**src/hdl/kmbt_pkg.sv**
```systemverilog
`default_nettype none
package kmbt_pkg;

  localparam int unsigned ENTRIES         = 1024;
  localparam int unsigned MOVES_PER_ENTRY = 8;

  localparam int unsigned KEY_W   = 64;
  localparam int unsigned MOVE_W  = 32;
  localparam int unsigned PICK_W  = 16;
  localparam int unsigned IDX_W   = (ENTRIES > 1) ? $clog2(ENTRIES) : 1;
  localparam int unsigned USED_W  = $clog2(ENTRIES + 1);
  localparam int unsigned CNT_W   = $clog2(MOVES_PER_ENTRY + 1);
  localparam int unsigned MADDR_W = (ENTRIES * MOVES_PER_ENTRY > 1) ?
                                    $clog2(ENTRIES * MOVES_PER_ENTRY) : 1;
  localparam int unsigned STEP_W  = $clog2(PICK_W);

  localparam logic KIND_INSERT = 1'b0;
  localparam logic KIND_LOOKUP = 1'b1;

  typedef struct packed {
    logic [KEY_W-1:0] key;
    logic             side;
    logic [CNT_W-1:0] count;
  } entry_t;

  typedef struct packed {
    logic             en;
    logic [IDX_W-1:0] addr;
    entry_t           data;
  } entry_wr_t;

  typedef struct packed {
    logic               en;
    logic [MADDR_W-1:0] addr;
    logic [MOVE_W-1:0]  data;
  } move_wr_t;

  function automatic logic [MADDR_W-1:0] move_addr(input logic [IDX_W-1:0] idx,
                                                   input logic [CNT_W-1:0] slot);
    move_addr = MADDR_W'(idx) * MADDR_W'(MOVES_PER_ENTRY) + MADDR_W'(slot);
  endfunction

endpackage
`default_nettype wire

```
**src/hdl/kmbt_pick_mod.sv**
```systemverilog
`default_nettype none
module kmbt_pick_mod (
  input  wire                          clk_i,
  input  wire                          rst_ni,
  input  wire                          start_i,
  input  wire  [kmbt_pkg::PICK_W-1:0]  dividend_i,
  input  wire  [kmbt_pkg::CNT_W-1:0]   divisor_i,
  output logic                         done_o,
  output logic [kmbt_pkg::CNT_W-1:0]   rem_o
);
  import kmbt_pkg::*;

  logic              run_q, run_d;
  logic              done_q, done_d;
  logic [STEP_W-1:0] step_q, step_d;
  logic [PICK_W-1:0] dvd_q, dvd_d;
  logic [CNT_W-1:0]  div_q, div_d;
  logic [CNT_W-1:0]  rem_q, rem_d;
  logic [CNT_W:0]    trial;

  always_comb begin
    run_d  = run_q;
    done_d = 1'b0;
    step_d = step_q;
    dvd_d  = dvd_q;
    div_d  = div_q;
    rem_d  = rem_q;
    trial  = {rem_q, dvd_q[PICK_W-1]};
    if (start_i) begin
      run_d  = 1'b1;
      step_d = '0;
      dvd_d  = dividend_i;
      div_d  = divisor_i;
      rem_d  = '0;
    end else if (run_q) begin
      // one restoring step per cycle
      if (trial >= {1'b0, div_q}) begin
        rem_d = CNT_W'(trial - {1'b0, div_q});
      end else begin
        rem_d = CNT_W'(trial);
      end
      dvd_d  = {dvd_q[PICK_W-2:0], 1'b0};
      step_d = step_q + STEP_W'(1);
      if (step_q == STEP_W'(PICK_W - 1)) begin
        run_d  = 1'b0;
        done_d = 1'b1;
      end
    end
  end

  always_ff @(posedge clk_i or negedge rst_ni) begin
    if (!rst_ni) begin
      run_q  <= 1'b0;
      done_q <= 1'b0;
    end else begin
      run_q  <= run_d;
      done_q <= done_d;
    end
  end

  always_ff @(posedge clk_i) begin
    step_q <= step_d;
    dvd_q  <= dvd_d;
    div_q  <= div_d;
    rem_q  <= rem_d;
  end

  assign done_o = done_q;
  assign rem_o  = rem_q;
endmodule
`default_nettype wire

```
**config.mk**
```make
export PLATFORM = sky130hd
export DESIGN_NAME = kmbt_pick_mod
export DESIGN_NICKNAME = d
export VERILOG_FILES = /design/src/hdl/kmbt_pkg.sv /design/src/hdl/kmbt_pick_mod.sv
export SDC_FILE = /design/constraint.sdc
export NUM_CORES = 1
export LEC_CHECK = 0
export ABC_AREA = 1
export ABC_CLOCK_PERIOD_IN_PS = 3100
export BUFFER_PORTS_ARGS = -buffer_cell sky130_fd_sc_hd__buf_2
export CORE_ASPECT_RATIO = 1.2
export CORE_MARGIN = 2
export CORE_UTILIZATION = 58
export DETAILED_ROUTE_END_ITERATION = 8
export PLACE_DENSITY = 0.83
export SLEW_MARGIN = 20
export SYNTH_ARGS = -nofsm -noshare
export SYNTH_HDL_FRONTEND = slang
export SYNTH_SLANG_ARGS = --single-unit
```
**constraint.sdc**
```tcl
create_clock -name clk_i -period 3.1 [get_ports clk_i]
set_clock_uncertainty 0.15 [all_clocks]
set_input_delay 0.62 -clock clk_i [delete_from_list [all_inputs] [get_ports clk_i]]
set_output_delay 0.62 -clock clk_i [all_outputs]
set_load 0.03 [all_outputs]
```
* Word level (Yosys, flattened, before mapping)
Cells that the tools add are included.
Cells by class: add/sub/neg operators 2, $lt $le $gt $ge 1, eq/ne operators 1, multiplexer cells 9, reduce and logical (&&, ||, !) cells 1
Operator list (number):
- two-way mux 16 bit | 2
- two-way mux 1 bit | 6
- greater-or-equal comparator 5 x 4 -> 1 bit | 1
- adder 4 x 1 -> 4 bit, second input constant | 1
- equality test 4 bit, second input constant | 1
- two-way mux 4 bit | 1
- subtractor 4 bit | 1
- nonzero test 2 bit | 1
Word-level totals: flip-flop bits (word level) 30, output and inout bits 5

* Longest topological paths before layout
Gate-level depths: netlist (run 1).
depth in word-level cells 4, depth in mapped cells 11, mapped depth without buffers 11

* Worst setup path before layout (run 1)
OpenSTA, ideal clock, no wires.
path type register to register, from reg rem_q[1] (netlist: rem_o[1]), to reg rem_q[2] (netlist: rem_o[2]), data arrival time 1.377 ns, path slack 1.460 ns, cell stages (with the launch flop) 8, path buffers 0, period minus slack after synthesis 1.640 ns, cell sequence dfxtp_1 ha_1 a21oi_2 nand2_2 nand2_4 nand3_1 nand3_1 nand2_1
On the way: longest elaborated chain between the ends 2, elaborated cells on any way between the ends 3, classes of those cells add/sub (1); order compare (1); mux (1)
RTL lines:
- start: declaration | RTL line kmbt_pick_mod.sv:18 | logic [CNT_W-1:0] rem_q, rem_d;
- start signal: assignment | RTL line kmbt_pick_mod.sv:65 | rem_q <= rem_d;
- subtractor 4 bit / greater-or-equal comparator 5 x 4 -> 1 bit (equally long branches) | RTL line kmbt_pick_mod.sv:38, kmbt_pick_mod.sv:37
- two-way mux 4 bit * | RTL line kmbt_pick_mod.sv:37 | if (trial >= {1'b0, div_q}) begin
Every way passes the cells marked *; elsewhere a longest branch is shown, timed or not. A chain may end at the register's enable or synchronous reset.

* Worst setup path after layout (run 1)
from reg rem_q[0] (netlist: rem_o[0]), to out rem_o[0] in the netlist's numbering
RTL lines:
- end: declaration | RTL line kmbt_pick_mod.sv:9 | output logic [kmbt_pkg::CNT_W-1:0] rem_o
No word-level cell between the ends.

==> metrics.csv, run 1 <==
metric;value;unit
run_status;complete, no violations;
grt_pass1_wl;4110;µm
fin_nets;218;
fin_util;72.1;%
max-clock-path-buffers;2;
wire_per_inst;10.9;µm
cap_violations;0;
cp_max_fo;5;
grt_max_degree;26;
critPathArrivalTime;1.02;ns
finalNonFillerCells;221;
mappedNetlistNets;186;
grt-ovfl-total;0;
cp_slowest_cell;dfxtp_1;
ys_types;25;
rsz0062_at_grt;no;
core_area;0.00233;mm²
ctsRootBufferMaster;clkbuf_4;
period_needed;1.79;ns
layout_common_cells;nand2_1, buf_2, edfxtp_1;
synth_top_area_share;41.8;%
syn_inst;157;
hp-class;input port to flop;
ys_ff_latch;30;
n_antenna_cell;0;
place_congestion;0.741;
dp.cells;212;
htreeDepth;2;
finalCritPeriodShare;57.8;%
dr_total_vias;1114;
finalSetupViolCount;0;
finalHoldViolCount;0;
io_pins;28;
clkSinkCount;30;
fillers;195;
synth_area;0.00144;mm²
required;2.33;ns
finalSetupTns;0;ns
post_cts_buffers;0;
endpoint_kind;primary output;
final_area;0.00168;mm²
vdd_drop_max;0.507;mV
drv_slew;0;
path_clk_slew;0.09;ns
grt.total_usage;19.3;%
areaGrowthSynthToFinish;16.8;%
seq_area_frac_synth;56.4;%
die_x;49.5;µm
crit_buf_inv;1;
multiInputGateArea;531;µm²
worstSetupPathType;flop to primary output;
clock_latency;0.33;ns
synth_top_area_cell;edfxtp_1;
start_util;61.7;%
cp_top_family;flip-flops;
drc;0;
die_y;58.5;µm
yosysWarnings;0;
tritoncts;done;
power_leakage;0.000851;µW
antenna_left;0;
drt_iter0_drc;21;
final_common_cell;nand2_1;
grt_pass1_vias;1017;
wl;2410;µm
avgViaCountPerCell;5.04;
portBuffers;27;
slew_headroom;68.8;%
avgSynthCellArea;9.16;µm²
rows;19;
holdBufCountCts;1;
worstMarginPinSlew;0.468;ns
max_freq;558;MHz
dieArea;0.00289;mm²
synth_area_leaders;edfxtp_1, nand2_1, dfxtp_1;
cts_resized;0;
cp_cell_sequence;buf_2;
powerDensity;729;mW/mm²
dpl_cell_area;0.00159;mm²
seq_area;811;µm²
antenna_found_initial;0;
dp_hpwl;1860;µm
critPathLaunchType;flop;
cts_made_buffers;5;
firstDrtPassIters;6;
drive_gt1_share;22.6;%
slowest_delay;0.45;ns
[layer usage]
metal  up-vias  global-route usage (%)  wire (µm)
li1        561                       -          -
met1       520                    21.7        969
met2        26                    33.0       1280
met3         7                    4.57        102
met4         0                    13.1         60
met5         -                       0          0
[layout make-up]
class	instances	share of cell area, %
repair buffers	28	8.64
clock buffers	7	2.68
well taps	31	2.31
clock inverters	1	1.79
multi-input cells	103	31.6
flip-flops and latches	30	48.3
inverters	21	4.69
[cell families (layout without fill, tap and decap cells)]
group | count (synthesis) | in the layout | share of synthesized area, %
simple gates | 90 | 90 | 28.1
buf+inv | 24 | 57 | 6.70
xor+xnor | 1 | 1 | 0.609
compound gates | 6 | 6 | 2.44
fa+ha+maj | 6 | 6 | 5.74
flops | 30 | 30 | 56.4
[worst paths after layout]
kind                                             from                     to  slack (ns)  cells after the start
worst min-delay path                     divisor_i[2]     div_q[2]$_DFFE_PP_        0.31                      1
min in group asynchronous                      rst_ni        run_q$_DFF_PN0_        0.46                      2
max in group asynchronous                      rst_ni       done_o$_DFF_PN0_        2.25                      2
worst max register to register    dvd_q[15]$_DFFE_PP_  rem_o[2]$_SDFFE_PP0P_        1.39                      8
worst min register to register  rem_o[2]$_SDFFE_PP0P_  rem_o[2]$_SDFFE_PP0P_        0.35                      2
worst max-delay path            rem_o[0]$_SDFFE_PP0P_               rem_o[0]        1.31                      1
[per-stage QoR]
stage	worst slack [ns]	hold slack [ns]	power [µW]
after floorplan	1.46	0.174	845
after global placement	1.12	0.253	922
after detailed placement	1.07	0.257	940
after CTS	1.29	0.296	1240
after global routing	1.26	0.295	1300
final	1.31	0.312	1220
[report_power, final]
part / switching, µW / internal, µW / leakage [µW] / total (µW)
registers: 45.6 / 481 / 0.000305 / 527
logic: 248 / 156 / 0.000507 / 403
clock network: 123 / 171 / 0.0000395 / 294
[registers in the layout, summed over array words and instances, names as in the netlist]
name    flops
rem_o       4
done_o      1
div_q       4
step_q      4
dvd_q      16
run_q       1
[synthesized netlist by cell type, drive strengths merged]
cell type  instances
a21oi              2
a31oi              1
buf                3
clkinv             1
dfrtp              2
dfxtp              8
edfxtp            20
fa                 1
ha                 5
inv               20
nand2             70
nand3             10
nor2               5
nor3               4
nor4               1
o21ai              3
xnor2              1
Note: power is estimated with default switching activity, not from simulation.
==> inputs of run 2 (changes only) <==
--- a/config.mk
+++ b/config.mk
@@ -6,13 +6,13 @@
 export NUM_CORES = 1
 export LEC_CHECK = 0
 export ABC_AREA = 1
-export ABC_CLOCK_PERIOD_IN_PS = 3100
+export ABC_CLOCK_PERIOD_IN_PS = 1600
 export BUFFER_PORTS_ARGS = -buffer_cell sky130_fd_sc_hd__buf_2
 export CORE_ASPECT_RATIO = 1.2
 export CORE_MARGIN = 2
-export CORE_UTILIZATION = 58
+export CORE_UTILIZATION = 48
 export DETAILED_ROUTE_END_ITERATION = 8
-export PLACE_DENSITY = 0.83
+export PLACE_DENSITY = 0.74
 export SLEW_MARGIN = 20
 export SYNTH_ARGS = -nofsm -noshare
 export SYNTH_HDL_FRONTEND = slang
==> constraint.sdc (replaced) <==
create_clock -name clk_i -period 1.6 [get_ports clk_i]
set_clock_uncertainty 0.15 [all_clocks]
set_input_delay 0.32 -clock clk_i [delete_from_list [all_inputs] [get_ports clk_i]]
set_output_delay 0.32 -clock clk_i [all_outputs]
set_load 0.03 [all_outputs]
==> metrics.csv, run 2 (synthesis gave the netlist of run 1 again) <==
metric;value;unit
clkSinkCount;30;
portBuffers;27;
core_area;0.00281;mm²
cts_made_buffers;5;
drc;0;
switchingPower;833;µW
cap_violations;0;
die_x;54.0;µm
hp-class;input port to flop;
dr_total_vias;1118;
run_status;complete, no violations;
powerDensity;1310;mW/mm²
htreeDepth;2;
tritoncts;done;
path_clk_slew;0.09;ns
grt_pass1_vias;1122;
avgViaCountPerCell;4.80;
cp_max_fo;2;
n_antenna_cell;0;
slew_headroom;76.4;%
start_util;51.1;%
wire_per_inst;11.4;µm
antenna_found_initial;0;
endpoint_kind;flop;
ctsRootBufferMaster;clkbuf_4;
power_leakage;0.000883;µW
p_comb_share;36.2;%
drt_iter0_drc;40;
finalPower;2340;µW
p_clk_share;19.7;%
grt_pass1_wl;4480;µm
period_needed;1.58;ns
max_freq;633;MHz
required;1.72;ns
grt_max_degree;21;
rsz0062_at_grt;yes;
critPathLaunchType;flop;
largest-register;dvd_q;
final_common_cell;nand2_1;
largest_register_ffs;16;
clock_latency;0.33;ns
worstSetupPathType;flop to flop;
drive_gt1_share;28.6;%
grt.total_usage;18.4;%
place_congestion;0.690;
worstMarginPinSlew;0.354;ns
seq_power_share;44.1;%
switching_share;35.6;%
grt-ovfl-total;0;
vdd_drop_max;0.750;mV
antenna_left;0;
fin_util;63.4;%
critPathArrivalTime;1.70;ns
fin_nets;227;
die_y;64.0;µm
finalSetupTns;0;ns
fillers;255;
io_pins;28;
finalHoldViolCount;0;
final_area;0.00178;mm²
firstDrtPassIters;4;
dieArea;0.00345;mm²
rows;21;
finalSetupViolCount;0;
dpl_cell_area;0.00162;mm²
wl;2650;µm
areaGrowthSynthToFinish;23.9;%
drv_slew;0;
finalCritPeriodShare;98.8;%
layout_common_cells;nand2_1, buf_2, edfxtp_1;
max-clock-path-buffers;2;
dp_hpwl;1890;µm
internal_power;1510;µW
-- run 2: cell count changes in the layout (fill, tap and decap cells not counted), sizes merged --
| cell | delta |
|---|---|
| buf | +5 |
| clkbuf | +1 |
| dlygate4sd3 | +4 |
| bufinv | -1 |
-- run 2: per-layer routing --
metal,share of wire [%],track usage (%)
met3,4.5,5.61
met2,56,32.3
met5,0,0
met4,2.2,9.62
met1,37,18.7
-- run 2: power by group through the flow --
| stage | clock, µW | sequential (µW) | combinational, µW |
|---|---|---|---|
| detailed placement | 0 | 1040 | 786 |
| floorplan | 0 | 1120 | 519 |
| global route | 503 | 1050 | 953 |
| global placement | 0 | 1040 | 759 |
| finish | 461 | 1030 | 847 |
| CTS | 479 | 1030 | 805 |
-- run 2: metrics by stage --
stage                     hold slack (ns)  setup WS, ns  cells
after global placement            -0.0455        0.0111    218
final                               0.104        0.0197    233
after detailed placement          -0.0420       -0.0431    218
after floorplan                    -0.126        0.0293    157
after global routing                0.102       -0.0527    233
after CTS                         0.00180        0.0105    230
-- run 2: final timing paths --
| kind | from | endpoint | slack, ns | cells past startpoint |
|---|---|---|---|---|
| max | dvd_q[15]$_DFFE_PP_ | rem_o[1]$_SDFFE_PP0P_ | 0.02 | 8 |
| min | dividend_i[0] | dvd_q[0]$_SDFFCE_PN0P_ | 0.10 | 3 |
| max reg2reg | dvd_q[15]$_DFFE_PP_ | rem_o[1]$_SDFFE_PP0P_ | 0.02 | 8 |
| min reg2reg | rem_o[2]$_SDFFE_PP0P_ | rem_o[2]$_SDFFE_PP0P_ | 0.35 | 2 |
| max in group asynchronous | rst_ni | done_o$_DFF_PN0_ | 1.07 | 2 |
| min in group asynchronous | rst_ni | run_q$_DFF_PN0_ | 0.14 | 2 |
-- run 2: what timing repair did --
item,in CTS,in global routing
resized for setup,5,5
hold buffers,3,2
endpoints found under the setup margin,2,4
endpoints found under the hold margin,4,2
buffers inserted,1,1
pin swaps,3,2
-- run 2: layout make-up --
| cell class | count | area, µm² | area share, % |
|---|---|---|---|
| clock buffers | 8 | 58.8 | 3.30 |
| inverters | 21 | 78.8 | 4.42 |
| multi-input cells | 103 | 566 | 31.7 |
| flip-flops and latches | 30 | 813 | 45.6 |
| well taps | 34 | 42.5 | 2.39 |
| repair buffers | 37 | 223 | 12.5 |
-- run 2: critical path: stages, from the launching register on --
cell	delay (ns)
edfxtp_1	0.40
inv_2	0.09
ha_4	0.13
inv_2	0.04
fa_2	0.50
inv_1	0.04
nand2_1	0.05
nand3_1	0.06
nand2_1	0.06
==> inputs of run 3 (changes only) <==
--- a/config.mk
+++ b/config.mk
@@ -8,11 +8,14 @@
 export ABC_AREA = 1
 export ABC_CLOCK_PERIOD_IN_PS = 1600
 export BUFFER_PORTS_ARGS = -buffer_cell sky130_fd_sc_hd__buf_2
+export CELL_PAD_IN_SITES_DETAIL_PLACEMENT = 0
+export CELL_PAD_IN_SITES_GLOBAL_PLACEMENT = 2
 export CORE_ASPECT_RATIO = 1.2
 export CORE_MARGIN = 2
-export CORE_UTILIZATION = 48
+export CORE_UTILIZATION = 29
 export DETAILED_ROUTE_END_ITERATION = 8
-export PLACE_DENSITY = 0.74
+export PLACE_DENSITY_LB_ADDON = 0.1
+export RECOVER_POWER = 50
 export SLEW_MARGIN = 20
 export SYNTH_ARGS = -nofsm -noshare
 export SYNTH_HDL_FRONTEND = slang
==> metrics.csv, run 3 (synthesis gave the netlist of run 1 again) <==
metric;value;unit
core_area;0.00487;mm²
p_clk_share;24.9;%
drc;0;
clkSinkCount;30;
finalSetupViolCount;0;
dpl_cell_area;0.00167;mm²
antenna_left;0;
layout_common_cells;nand2_1, buf_2, edfxtp_1;
grt_pass1_vias;1041;
place_congestion;0.692;
cp_max_fo;2;
finalPower;2480;µW
ctsRootBufferMaster;clkbuf_8;
dieArea;0.00554;mm²
drt_iter0_drc;57;
grt-ovfl-total;0;
final_common_cell;nand2_1;
grt_max_degree;19;
p_comb_share;33.5;%
cts_made_buffers;5;
rsz0062_at_grt;yes;
grt_pass1_wl;4510;µm
max-clock-path-buffers;2;
portBuffers;27;
required;1.62;ns
largest_register_ffs;16;
path_clk_slew;0.06;ns
clock_latency;0.28;ns
worstSetupPathType;flop to flop;
start_util;29.5;%
die_x;68.3;µm
internal_power;1630;µW
firstDrtPassIters;4;
io_pins;28;
drv_slew;0;
finalHoldViolCount;0;
wire_per_inst;11.0;µm
tritoncts;done;
vdd_drop_max;0.571;mV
areaGrowthSynthToFinish;25.2;%
final_area;0.00180;mm²
antenna_found_initial;0;
seq_power_share;41.7;%
finalCritPeriodShare;98.0;%
switching_share;34.2;%
dp_hpwl;2040;µm
wl;2800;µm
slew_headroom;65.6;%
n_antenna_cell;0;
critPathArrivalTime;1.59;ns
htreeDepth;2;
avgViaCountPerCell;4.29;
rows;28;
hp-class;input port to flop;
max_freq;637;MHz
largest-register;dvd_q;
endpoint_kind;flop;
switchingPower;850;µW
critPathLaunchType;flop;
fin_nets;223;
finalSetupTns;0;ns
run_status;complete, no violations;
powerDensity;1380;mW/mm²
holdWs;0.0712;ns
cap_violations;0;
power_leakage;0.000876;µW
drive_gt1_share;27.2;%
dr_total_vias;1093;
worstMarginPinSlew;0.515;ns
die_y;81.1;µm
grt.total_usage;11.3;%
period_needed;1.57;ns
## run 3: cell count changes in the layout (fill, tap and decap cells not counted)
cell | previous run | this run
inv_2 | 6 | 4
clkbuf_1 | 2 | 4
clkbuf_4 | 5 | 0
dlygate4sd3_1 | 5 | 1
clkbuf_2 | 0 | 1
buf_4 | 5 | 4
inv_1 | 14 | 16
clkbuf_8 | 1 | 6
buf_2 | 27 | 25
## run 3: final timing paths
check / from / cells after the start / slack [ns] / end
worst max-delay path: div_q[0]$_DFFE_PP_ / 7 / 0.03 / rem_o[1]$_SDFFE_PP0P_
worst min-delay path: divisor_i[1] / 1 / 0.07 / div_q[1]$_DFFE_PP_
worst max register to register: div_q[0]$_DFFE_PP_ / 7 / 0.03 / rem_o[1]$_SDFFE_PP0P_
worst min register to register: rem_o[1]$_SDFFE_PP0P_ / 2 / 0.34 / rem_o[1]$_SDFFE_PP0P_
max in group asynchronous: rst_ni / 2 / 0.97 / done_o$_DFF_PN0_
min in group asynchronous: rst_ni / 2 / 0.21 / run_q$_DFF_PN0_
## run 3: power by group through the flow
stage          sequential, µW  combinational [µW]  clock [µW]
4_1_cts                  1030                 802         648
6_report                 1030                 831         617
2_1_floorplan            1120                 519           0
5_1_grt                  1050                 948         670
3_3_place_gp             1040                 791           0
3_5_place_dp             1040                 790           0
## run 3: critical path, stage by stage, from the launching register on
cell and delay, ns:
edfxtp_1 0.43, ha_4 0.19, inv_2 0.06, fa_2 0.41
inv_1 0.06, nand2_1 0.05, nand3_1 0.07, nand2_1 0.05
## run 3: repair_timing
| action | in CTS | in global routing |
|---|---|---|
| setup buffers | 0 | 0 |
| hold buffers | 1 | 0 |
| gates resized for setup | 4 | 5 |
| hold endpoints to repair | 2 | 0 |
| endpoints found under the setup margin | 1 | 4 |
| pin swaps | 1 | 4 |
## run 3: layout make-up
| type | count | area [µm²] |
|---|---|---|
| repair buffers | 33 | 178 |
| inverters | 21 | 78.8 |
| multi-input cells | 103 | 566 |
| fillers | 520 | 3070 |
| clock buffers | 8 | 90.1 |
| well taps | 60 | 75.1 |
| flip-flops and latches | 30 | 813 |
## run 3: metrics by stage
stage / std cells / worst slack [ns] / utilization [%]
2_1_floorplan: 157 / 0.0293 / -
3_3_place_gp: 246 / -0.00412 / 34.3
3_5_place_dp: 246 / -0.0269 / 34.3
4_1_cts: 255 / 0.0212 / 36.7
5_1_grt: 255 / -0.0597 / 37.0
6_report: 255 / 0.0312 / 37.0
## run 3: per-layer routing
metal  global-route usage (%)  wire length (µm)
met3                     3.88               132
met4                     6.00                61
met5                        0                 0
met1                     11.4              1150
met2                     20.0              1460
